===== config.mk =====
export PLATFORM = sky130hd
export DESIGN_NAME = sha256_hash_engine
export DESIGN_NICKNAME = d
export VERILOG_FILES = /design/src/design/sha256_pkg.sv /design/src/design/sha256_front.sv /design/src/design/sha256_queue.sv /design/src/design/sha256_core.sv /design/src/design/sha256_hash_engine.sv
export SDC_FILE = /design/constraint.sdc
export NUM_CORES = 2
export LEC_CHECK = 0
export BUFFER_PORTS_ARGS = -buffer_cell sky130_fd_sc_hd__buf_4
export CAP_MARGIN = 10
export CORE_MARGIN = 2
export CORE_UTILIZATION = 65
export CTS_BUF_LIST = sky130_fd_sc_hd__clkbuf_16
export DETAILED_ROUTE_END_ITERATION = 7
export GPL_TIMING_DRIVEN = 1
export PLACE_DENSITY_LB_ADDON = 0.08
export SLEW_MARGIN = 20
export SYNTH_ARGS = -nofsm -noshare
export SYNTH_HDL_FRONTEND = slang
export SYNTH_SLANG_ARGS = --single-unit

===== constraint.sdc =====
create_clock -name clock -period 87.4 [get_ports clock]
set_input_delay 8.74 -clock clock [delete_from_list [all_inputs] [get_ports clock]]
set_output_delay 8.74 -clock clock [all_outputs]
set_load 0.005 [all_outputs]

===== src/design/sha256_pkg.sv =====
// Shared types, constants and functions of the SHA-256 hash engine.
// Holds the queue command type, the initial hash values, the round constants
// and the sigma functions. Depends on nothing.
package sha256_pkg;

   localparam int unsigned QueueDepth   = 4;
   localparam int unsigned QueuePtrBits = $clog2(QueueDepth);

   localparam logic [31:0] PadMarker = 32'h8000_0000;
   localparam logic [3:0]  LengthSlot = 4'd14;

   typedef struct packed {
      logic        finish;
      logic [31:0] word;
   } cmd_type;

   function automatic logic [31:0] init_hash(input logic [2:0] idx);
      logic [31:0] val;
      case (idx)
         3'd0: val = 32'h6a09e667;
         3'd1: val = 32'hbb67ae85;
         3'd2: val = 32'h3c6ef372;
         3'd3: val = 32'ha54ff53a;
         3'd4: val = 32'h510e527f;
         3'd5: val = 32'h9b05688c;
         3'd6: val = 32'h1f83d9ab;
         3'd7: val = 32'h5be0cd19;
         default: val = 32'h6a09e667;
      endcase
      return val;
   endfunction

   function automatic logic [31:0] round_k(input logic [5:0] r);
      logic [31:0] val;
      case (r)
         6'd0:  val = 32'h428a2f98;
         6'd1:  val = 32'h71374491;
         6'd2:  val = 32'hb5c0fbcf;
         6'd3:  val = 32'he9b5dba5;
         6'd4:  val = 32'h3956c25b;
         6'd5:  val = 32'h59f111f1;
         6'd6:  val = 32'h923f82a4;
         6'd7:  val = 32'hab1c5ed5;
         6'd8:  val = 32'hd807aa98;
         6'd9:  val = 32'h12835b01;
         6'd10: val = 32'h243185be;
         6'd11: val = 32'h550c7dc3;
         6'd12: val = 32'h72be5d74;
         6'd13: val = 32'h80deb1fe;
         6'd14: val = 32'h9bdc06a7;
         6'd15: val = 32'hc19bf174;
         6'd16: val = 32'he49b69c1;
         6'd17: val = 32'hefbe4786;
         6'd18: val = 32'h0fc19dc6;
         6'd19: val = 32'h240ca1cc;
         6'd20: val = 32'h2de92c6f;
         6'd21: val = 32'h4a7484aa;
         6'd22: val = 32'h5cb0a9dc;
         6'd23: val = 32'h76f988da;
         6'd24: val = 32'h983e5152;
         6'd25: val = 32'ha831c66d;
         6'd26: val = 32'hb00327c8;
         6'd27: val = 32'hbf597fc7;
         6'd28: val = 32'hc6e00bf3;
         6'd29: val = 32'hd5a79147;
         6'd30: val = 32'h06ca6351;
         6'd31: val = 32'h14292967;
         6'd32: val = 32'h27b70a85;
         6'd33: val = 32'h2e1b2138;
         6'd34: val = 32'h4d2c6dfc;
         6'd35: val = 32'h53380d13;
         6'd36: val = 32'h650a7354;
         6'd37: val = 32'h766a0abb;
         6'd38: val = 32'h81c2c92e;
         6'd39: val = 32'h92722c85;
         6'd40: val = 32'ha2bfe8a1;
         6'd41: val = 32'ha81a664b;
         6'd42: val = 32'hc24b8b70;
         6'd43: val = 32'hc76c51a3;
         6'd44: val = 32'hd192e819;
         6'd45: val = 32'hd6990624;
         6'd46: val = 32'hf40e3585;
         6'd47: val = 32'h106aa070;
         6'd48: val = 32'h19a4c116;
         6'd49: val = 32'h1e376c08;
         6'd50: val = 32'h2748774c;
         6'd51: val = 32'h34b0bcb5;
         6'd52: val = 32'h391c0cb3;
         6'd53: val = 32'h4ed8aa4a;
         6'd54: val = 32'h5b9cca4f;
         6'd55: val = 32'h682e6ff3;
         6'd56: val = 32'h748f82ee;
         6'd57: val = 32'h78a5636f;
         6'd58: val = 32'h84c87814;
         6'd59: val = 32'h8cc70208;
         6'd60: val = 32'h90befffa;
         6'd61: val = 32'ha4506ceb;
         6'd62: val = 32'hbef9a3f7;
         6'd63: val = 32'hc67178f2;
         default: val = 32'h428a2f98;
      endcase
      return val;
   endfunction

   function automatic logic [31:0] big_sigma0(input logic [31:0] x);
      return {x[1:0], x[31:2]} ^ {x[12:0], x[31:13]} ^ {x[21:0], x[31:22]};
   endfunction

   function automatic logic [31:0] big_sigma1(input logic [31:0] x);
      return {x[5:0], x[31:6]} ^ {x[10:0], x[31:11]} ^ {x[24:0], x[31:25]};
   endfunction

   function automatic logic [31:0] small_sigma0(input logic [31:0] x);
      return {x[6:0], x[31:7]} ^ {x[17:0], x[31:18]} ^ {3'd0, x[31:3]};
   endfunction

   function automatic logic [31:0] small_sigma1(input logic [31:0] x);
      return {x[16:0], x[31:17]} ^ {x[18:0], x[31:19]} ^ {10'd0, x[31:10]};
   endfunction

endpackage


===== src/design/sha256_front.sv =====
// Front end of the SHA-256 hash engine: accepts message requests and pads.
// Emits at most one schedule word or finish command per cycle into the queue,
// and none while the queue is full. Depends on sha256_pkg.
module sha256_front (
   input  logic                 clock,
   input  logic                 reset,
   input  logic                 req_valid,
   output logic                 req_stall,
   input  logic [31:0]          req_message_word,
   input  logic [2:0]           req_bytes_valid,
   input  logic                 req_last_word,
   input  logic                 queue_full,
   output logic                 cmd_valid,
   output sha256_pkg::cmd_type  cmd
);

   localparam logic [2:0] F_TAKE   = 3'd0;
   localparam logic [2:0] F_MARK   = 3'd1;
   localparam logic [2:0] F_ZERO   = 3'd2;
   localparam logic [2:0] F_LEN_HI = 3'd3;
   localparam logic [2:0] F_LEN_LO = 3'd4;
   localparam logic [2:0] F_DONE   = 3'd5;

   logic [2:0]  state_ff, state_in;
   logic [3:0]  cnt_ff, cnt_in;
   logic [63:0] len_ff, len_in;
   logic [31:0] keep;
   logic [31:0] marker;

   always_comb begin
      case (req_bytes_valid[1:0])
         2'd1: begin
            keep   = 32'hff00_0000;
            marker = 32'h0080_0000;
         end
         2'd2: begin
            keep   = 32'hffff_0000;
            marker = 32'h0000_8000;
         end
         2'd3: begin
            keep   = 32'hffff_ff00;
            marker = 32'h0000_0080;
         end
         default: begin
            keep   = 32'h0000_0000;
            marker = sha256_pkg::PadMarker;
         end
      endcase
   end

   assign req_stall = (state_ff != F_TAKE) || queue_full;

   always_comb begin
      state_in  = state_ff;
      cnt_in    = cnt_ff;
      len_in    = len_ff;
      cmd_valid = 1'b0;
      cmd       = '0;
      case (state_ff)
         F_TAKE: begin
            if (req_valid && !queue_full) begin
               cmd_valid = 1'b1;
               cnt_in    = cnt_ff + 4'd1;
               if (!req_last_word) begin
                  cmd.word = req_message_word;
                  len_in   = len_ff + 64'd32;
               end else if (req_bytes_valid inside {[3'd4:3'd7]}) begin
                  cmd.word = req_message_word;
                  len_in   = len_ff + 64'd32;
                  state_in = F_MARK;
               end else begin
                  cmd.word = (req_message_word & keep) | marker;
                  len_in   = len_ff + {59'd0, req_bytes_valid[1:0], 3'd0};
                  state_in = F_ZERO;
               end
            end
         end
         F_MARK: begin
            if (!queue_full) begin
               cmd_valid = 1'b1;
               cmd.word  = sha256_pkg::PadMarker;
               cnt_in    = cnt_ff + 4'd1;
               state_in  = F_ZERO;
            end
         end
         F_ZERO: begin
            if (cnt_ff == sha256_pkg::LengthSlot) begin
               state_in = F_LEN_HI;
            end else if (!queue_full) begin
               cmd_valid = 1'b1;
               cnt_in    = cnt_ff + 4'd1;
            end
         end
         F_LEN_HI: begin
            if (!queue_full) begin
               cmd_valid = 1'b1;
               cmd.word  = len_ff[63:32];
               cnt_in    = cnt_ff + 4'd1;
               state_in  = F_LEN_LO;
            end
         end
         F_LEN_LO: begin
            if (!queue_full) begin
               cmd_valid = 1'b1;
               cmd.word  = len_ff[31:0];
               cnt_in    = cnt_ff + 4'd1;
               state_in  = F_DONE;
            end
         end
         F_DONE: begin
            if (!queue_full) begin
               cmd_valid  = 1'b1;
               cmd.finish = 1'b1;
               cnt_in     = 4'd0;
               len_in     = 64'd0;
               state_in   = F_TAKE;
            end
         end
         default: begin
            state_in = F_TAKE;
         end
      endcase
   end

   always_ff @(posedge clock) begin
      if (reset) begin
         state_ff <= F_TAKE;
         cnt_ff   <= 4'd0;
         len_ff   <= 64'd0;
      end else begin
         state_ff <= state_in;
         cnt_ff   <= cnt_in;
         len_ff   <= len_in;
      end
   end

endmodule


===== src/design/sha256_queue.sv =====
// Command queue between the front end and the compression core.
// Small register queue of sha256_pkg::cmd_type entries; depends on sha256_pkg.
module sha256_queue (
   input  logic                 clock,
   input  logic                 reset,
   input  logic                 push,
   input  sha256_pkg::cmd_type  push_cmd,
   output logic                 full,
   input  logic                 pop,
   output logic                 empty,
   output sha256_pkg::cmd_type  head
);

   localparam int unsigned PtrBits = sha256_pkg::QueuePtrBits;

   sha256_pkg::cmd_type mem_ff [sha256_pkg::QueueDepth];
   logic [PtrBits-1:0] wr_ptr_ff, wr_ptr_in;
   logic [PtrBits-1:0] rd_ptr_ff, rd_ptr_in;
   logic [PtrBits:0]   count_ff, count_in;
   logic               do_push;
   logic               do_pop;

   assign full    = (count_ff == (PtrBits + 1)'(sha256_pkg::QueueDepth));
   assign empty   = (count_ff == '0);
   assign head    = mem_ff[rd_ptr_ff];
   assign do_push = push && !full;
   assign do_pop  = pop && !empty;

   always_comb begin
      wr_ptr_in = do_push ? wr_ptr_ff + 1'b1 : wr_ptr_ff;
      rd_ptr_in = do_pop ? rd_ptr_ff + 1'b1 : rd_ptr_ff;
      count_in  = count_ff;
      if (do_push && !do_pop) begin
         count_in = count_ff + 1'b1;
      end else if (do_pop && !do_push) begin
         count_in = count_ff - 1'b1;
      end
   end

   always_ff @(posedge clock) begin
      if (do_push) begin
         mem_ff[wr_ptr_ff] <= push_cmd;
      end
   end

   always_ff @(posedge clock) begin
      if (reset) begin
         wr_ptr_ff <= '0;
         rd_ptr_ff <= '0;
         count_ff  <= '0;
      end else begin
         wr_ptr_ff <= wr_ptr_in;
         rd_ptr_ff <= rd_ptr_in;
         count_ff  <= count_in;
      end
   end

endmodule


===== src/design/sha256_core.sv =====
// Back end of the SHA-256 hash engine: schedule window, 64-round compression
// and digest output register. Depends on sha256_pkg.
module sha256_core (
   input  logic                 clock,
   input  logic                 reset,
   input  logic                 queue_empty,
   input  sha256_pkg::cmd_type  queue_head,
   output logic                 queue_pop,
   output logic                 rsp_valid,
   input  logic                 rsp_stall,
   output logic [31:0]          rsp_digest_word,
   output logic [2:0]           rsp_digest_index,
   output logic                 rsp_digest_last
);

   localparam logic [1:0] B_IDLE   = 2'd0;
   localparam logic [1:0] B_ROUND  = 2'd1;
   localparam logic [1:0] B_UPDATE = 2'd2;
   localparam logic [1:0] B_OUT    = 2'd3;

   logic [1:0]  state_ff, state_in;
   logic [3:0]  cnt_ff, cnt_in;
   logic [5:0]  round_ff, round_in;
   logic [2:0]  out_idx_ff, out_idx_in;
   logic [31:0] chain_ff  [8];
   logic [31:0] chain_in  [8];
   logic [31:0] vars_ff   [8];
   logic [31:0] vars_in   [8];
   logic [31:0] window_ff [16];
   logic [31:0] window_in [16];
   logic        rsp_valid_ff, rsp_valid_in;
   logic [31:0] rsp_word_ff, rsp_word_in;
   logic [2:0]  rsp_index_ff, rsp_index_in;
   logic        rsp_last_ff, rsp_last_in;

   logic [31:0] t1;
   logic [31:0] t2;
   logic [31:0] w_next;
   logic [31:0] shift_word;
   logic        shift_en;
   logic        rsp_take;

   assign t1 = vars_ff[7] + sha256_pkg::big_sigma1(vars_ff[4])
             + ((vars_ff[4] & vars_ff[5]) ^ (~vars_ff[4] & vars_ff[6]))
             + sha256_pkg::round_k(round_ff) + window_ff[0];
   assign t2 = sha256_pkg::big_sigma0(vars_ff[0])
             + ((vars_ff[0] & vars_ff[1]) ^ (vars_ff[0] & vars_ff[2])
                ^ (vars_ff[1] & vars_ff[2]));
   assign w_next = sha256_pkg::small_sigma1(window_ff[14]) + window_ff[9]
                 + sha256_pkg::small_sigma0(window_ff[1]) + window_ff[0];

   assign rsp_take  = !rsp_valid_ff || !rsp_stall;
   assign queue_pop = (state_ff == B_IDLE) && !queue_empty;

   always_comb begin
      state_in     = state_ff;
      cnt_in       = cnt_ff;
      round_in     = round_ff;
      out_idx_in   = out_idx_ff;
      chain_in     = chain_ff;
      vars_in      = vars_ff;
      shift_en     = 1'b0;
      shift_word   = w_next;
      rsp_valid_in = rsp_valid_ff && rsp_stall;
      rsp_word_in  = rsp_word_ff;
      rsp_index_in = rsp_index_ff;
      rsp_last_in  = rsp_last_ff;
      case (state_ff)
         B_IDLE: begin
            if (!queue_empty) begin
               if (queue_head.finish) begin
                  out_idx_in = 3'd0;
                  state_in   = B_OUT;
               end else begin
                  shift_en   = 1'b1;
                  shift_word = queue_head.word;
                  cnt_in     = cnt_ff + 4'd1;
                  if (cnt_ff == 4'd15) begin
                     vars_in  = chain_ff;
                     round_in = 6'd0;
                     state_in = B_ROUND;
                  end
               end
            end
         end
         B_ROUND: begin
            shift_en   = 1'b1;
            vars_in[7] = vars_ff[6];
            vars_in[6] = vars_ff[5];
            vars_in[5] = vars_ff[4];
            vars_in[4] = vars_ff[3] + t1;
            vars_in[3] = vars_ff[2];
            vars_in[2] = vars_ff[1];
            vars_in[1] = vars_ff[0];
            vars_in[0] = t1 + t2;
            round_in   = round_ff + 6'd1;
            if (round_ff == 6'd63) begin
               state_in = B_UPDATE;
            end
         end
         B_UPDATE: begin
            for (int i = 0; i < 8; i++) begin
               chain_in[i] = chain_ff[i] + vars_ff[i];
            end
            state_in = B_IDLE;
         end
         B_OUT: begin
            if (rsp_take) begin
               rsp_valid_in = 1'b1;
               rsp_word_in  = chain_ff[out_idx_ff];
               rsp_index_in = out_idx_ff;
               rsp_last_in  = (out_idx_ff == 3'd7);
               out_idx_in   = out_idx_ff + 3'd1;
               if (out_idx_ff == 3'd7) begin
                  for (int i = 0; i < 8; i++) begin
                     chain_in[i] = sha256_pkg::init_hash(3'(i));
                  end
                  state_in = B_IDLE;
               end
            end
         end
         default: begin
            state_in = B_IDLE;
         end
      endcase
   end

   always_comb begin
      window_in = window_ff;
      if (shift_en) begin
         for (int i = 0; i < 15; i++) begin
            window_in[i] = window_ff[i + 1];
         end
         window_in[15] = shift_word;
      end
   end

   always_ff @(posedge clock) begin
      window_ff    <= window_in;
      vars_ff      <= vars_in;
      rsp_word_ff  <= rsp_word_in;
      rsp_index_ff <= rsp_index_in;
      rsp_last_ff  <= rsp_last_in;
   end

   always_ff @(posedge clock) begin
      if (reset) begin
         state_ff     <= B_IDLE;
         cnt_ff       <= 4'd0;
         round_ff     <= 6'd0;
         out_idx_ff   <= 3'd0;
         rsp_valid_ff <= 1'b0;
         for (int i = 0; i < 8; i++) begin
            chain_ff[i] <= sha256_pkg::init_hash(3'(i));
         end
      end else begin
         state_ff     <= state_in;
         cnt_ff       <= cnt_in;
         round_ff     <= round_in;
         out_idx_ff   <= out_idx_in;
         rsp_valid_ff <= rsp_valid_in;
         chain_ff     <= chain_in;
      end
   end

   assign rsp_valid        = rsp_valid_ff;
   assign rsp_digest_word  = rsp_word_ff;
   assign rsp_digest_index = rsp_index_ff;
   assign rsp_digest_last  = rsp_last_ff;

endmodule


===== src/design/sha256_hash_engine.sv =====
// SHA-256 hash engine top level: front end, command queue and compression core.
// A message word moves through the queue into the schedule window. Once 16 words
// of a block are in, the core runs 64 rounds, one round per cycle, then a chaining
// update, and pops no new words from the queue until the block is done. The last
// word adds padding pushes and one or two compressions; eight digest words follow,
// one per cycle when not stalled. Synchronous active-high reset restores the IV.
module sha256_hash_engine (
   input  logic        clock,
   input  logic        reset,
   input  logic        req_valid,
   output logic        req_stall,
   input  logic [31:0] req_message_word,
   input  logic [2:0]  req_bytes_valid,
   input  logic        req_last_word,
   output logic        rsp_valid,
   input  logic        rsp_stall,
   output logic [31:0] rsp_digest_word,
   output logic [2:0]  rsp_digest_index,
   output logic        rsp_digest_last
);

   logic                cmd_valid;
   sha256_pkg::cmd_type cmd;
   logic                queue_full;
   logic                queue_empty;
   logic                queue_pop;
   sha256_pkg::cmd_type queue_head;

   sha256_front u_front (
      .clock            (clock),
      .reset            (reset),
      .req_valid        (req_valid),
      .req_stall        (req_stall),
      .req_message_word (req_message_word),
      .req_bytes_valid  (req_bytes_valid),
      .req_last_word    (req_last_word),
      .queue_full       (queue_full),
      .cmd_valid        (cmd_valid),
      .cmd              (cmd)
   );

   sha256_queue u_queue (
      .clock    (clock),
      .reset    (reset),
      .push     (cmd_valid),
      .push_cmd (cmd),
      .full     (queue_full),
      .pop      (queue_pop),
      .empty    (queue_empty),
      .head     (queue_head)
   );

   sha256_core u_core (
      .clock            (clock),
      .reset            (reset),
      .queue_empty      (queue_empty),
      .queue_head       (queue_head),
      .queue_pop        (queue_pop),
      .rsp_valid        (rsp_valid),
      .rsp_stall        (rsp_stall),
      .rsp_digest_word  (rsp_digest_word),
      .rsp_digest_index (rsp_digest_index),
      .rsp_digest_last  (rsp_digest_last)
   );

endmodule

==> impl_metrics.toml <==
[grt]
antenna_found_initial = 9
grt_max_degree = 192
grt_first_pass_wirelength_mm = 370
grt_overflow = 0
track_usage_pct = 41.4
grt_pass1_vias = 57230

[drt]
dr_total_vias = 60817
routed_via_density = 6.79
drcViolationCount = 0
maxUsedRoutingLayer = "met5"
met2WireLength_mm = 105
firstDrtPassIters = 6
avgRoutedWirePerCell_um = 28.2
drt-met1-wl_mm = 100
dr_wl_met3_mm = 34.7
ant_nets = 0
drtIter0Drc = 8650
totalWireLength_mm = 253

[logic_synthesis]
syn_area_um2 = 76700
synth_edf_count = 936
async_flop_share_pct = 0
synth_cell_types = 94
avgSynthCellArea_um2 = 10.4
synth_flop_cell = "edfxtp_1"
synth_nets = 7990
syn_inst = 7351
ys_seq_area_share_pct = 46.6
synth-seq-cells = 1317
synth_warnings = 0

[floorplanning]
io_pins = 78
die_w_um = 347
rows = 125
core_um2 = 117000
start_util_pct = 65.8
die_y_um = 347
design.die.area_um2 = 121000

[clocking]
post_cts_buffers = 0
cts_buffers = 141
cts_root_buf = "clkbuf_16"
clk_latency_ps = 820
htreeDepth = 4
cts_resized = 0
clk_pin_slew_ps = 70
cts_hold_buf = 0
ctsLongestPathBuffers = 3
tritoncts = "built"
clock-sinks = 1317

[timing]
skew_ps = 73.5
hold_viol_final = 0
min_period_ps = 11390
worst_slew_pin_slew_ps = 1140
drv_slew = 0
period_share_pct = 13.0
hold_ws_ps = 401
setup_viol_count_final = 0
rsz0062_at_grt = "false"
fin_setup_tns_ps = 0
maxSlewHeadroom_pct = 22.7
fmax_mhz = 87.8

[layout]
drive_gt1_share_pct = 7.62
layout_commonest_cell = "nand2_1"
synthToLayoutAreaGrowth_pct = 8.65
n_fill_cell = 8358
final_nets = 7944
multi_input_area_um2 = 38300
area.sequential_um2 = 35700
layout_common_cells = "nand2_1 (1075), edfxtp_1 (936), nor2_1 (487)"

[critical_path]
end_kind = "flop"
cp.required_ps = 88070
r2r_cells = 27
rr_endpoint = "u_core.vars_ff[252]$_DFFE_PP_"
arrival_ps = 12060
r2r-start = "u_core.vars_ff[122]$_DFFE_PP_"
path_max_fanout = 42
start_kind = "input pin"
critPathKind = "input pin to flop"
r2r_slack_ps = 77760

[place]
dp_hpwl_mm = 177
portBuffers = 77
gp_congestion = 1.02

[min_path]
hold_end = "u_core.window_ff[118]$_DFFE_PP_"
min_path_type = "flop to flop"
hold_start = "u_core.window_ff[86]$_DFFE_PP_"
min_path_cells = 0

[status]
status = "finished clean"

[job]
drv_cap = 0
[routing by layer]
metal | up-vias | global-route usage [%]
met5 | - | 0
met4 | 14 | 18.0
met3 | 759 | 12.1
met2 | 4129 | 58.4
met1 | 29508 | 59.4
li1 | 26407 | -
[flip-flops by register name (all words and copies together) (netlist names), named ones only]
signal                   count
u_core.rsp_digest_index      3
u_core.round_ff              6
u_core.out_idx_ff            3
u_core.window_ff           512
u_core.rsp_digest_last       1
u_core.rsp_valid             1
u_front.len_ff              61
u_queue.rd_ptr_ff            2
u_core.state_ff              2
u_core.rsp_digest_word      32
u_core.cnt_ff                4
u_front.cnt_ff               4
u_front.state_ff             3
u_core.vars_ff             256
u_queue.mem_ff             132
u_core.chain_ff            256
u_queue.count_ff             3
u_queue.wr_ptr_ff            2
[how the worst max path moves through the flow]
stage,startpoint,to,slack [ps],cells after the start
floorplan,flop,u_core.window_ff[0]$_DFFE_PP_,47150,3
global placement,reset,flop,75300,10
detailed placement,reset,flop,75310,11
CTS,reset,flop,76130,11
global route,reset,flop,75870,11
finish,reset,flop,76010,11
[cell families (layout without fill, tap and decap cells)]
kind of cell | Yosys count | count (layout) | synth area share, %
DFF | 1317 | 1317 | 46.6
xor gates and xnor gates | 592 | 592 | 6.80
adders and majority gates | 620 | 620 | 12.0
other | 0 | 3 | 0
AOI/OAI and AO/OA | 1757 | 1757 | 14.5
and+or+nand+nor | 2165 | 2165 | 12.3
muxes | 191 | 191 | 4.14
buffers and inverters | 709 | 783 | 3.60
[area by class of cell]
| type | count | share of cell area [%] |
|---|---|---|
| timing repair buffer | 164 | 1.52 |
| multi-input combinational | 5325 | 46.0 |
| antenna | 3 | 0.00901 |
| sequential | 1317 | 42.9 |
| clock buffer | 142 | 4.27 |
| clock inverter | 121 | 1.40 |
| inverter | 356 | 1.61 |
| tap | 1524 | 2.29 |
[cell usage after synthesis (61+ instances only)]
| master | number | share of area [%] |
|---|---|---|
| nand2_1 | 1079 | 5.3 |
| edfxtp_1 | 936 | 37 |
| nor2_1 | 491 | 2.4 |
| o21ai_0 | 443 | 2.9 |
| a21oi_1 | 430 | 2.8 |
| ha_1 | 402 | 6.6 |
| xnor2_1 | 387 | 4.4 |
| dfxtp_1 | 381 | 9.9 |
| inv_1 | 349 | 1.7 |
| clkbuf_1 | 284 | 1.4 |
| xor2_1 | 203 | 2.3 |
| fa_1 | 197 | 5.1 |
| a21o_1 | 174 | 1.7 |
| nand3_1 | 128 | 0.84 |
| nor3_1 | 106 | 0.69 |
| mux4_2 | 97 | 2.8 |
| a22oi_1 | 94 | 0.92 |
| o22ai_1 | 76 | 0.62 |
| o21a_1 | 65 | 0.64 |
| a31oi_1 | 63 | 0.51 |
| a211oi_1 | 61 | 0.60 |
[stage by stage]
stage | setup slack (ps) | std cells | util, % | cell area (um2)
finish | 76010 | 8952 | 71.5 | 83300
global route | 75870 | 8949 | 71.5 | 83300
CTS | 76130 | 8948 | 71.5 | 83300
detailed placement | 75310 | 8685 | 67.4 | 78600
global placement | 75300 | 8685 | 67.4 | 78500
floorplan | 47150 | 7351 | - | 76700
[critical path, stage by stage]
cell and delay [ps]:
buf_6 240, a21oi_2 780, o21ai_4 120, inv_2 480, buf_4 550, nor2_1 160
a21oi_1 250, nand2_1 110, o211ai_1 150, a21oi_1 90, a311oi_1 320
Power is left out: the tool's default activity adds up to more than one toggle a clock period on the data nets, which glitch-free logic cannot reach.
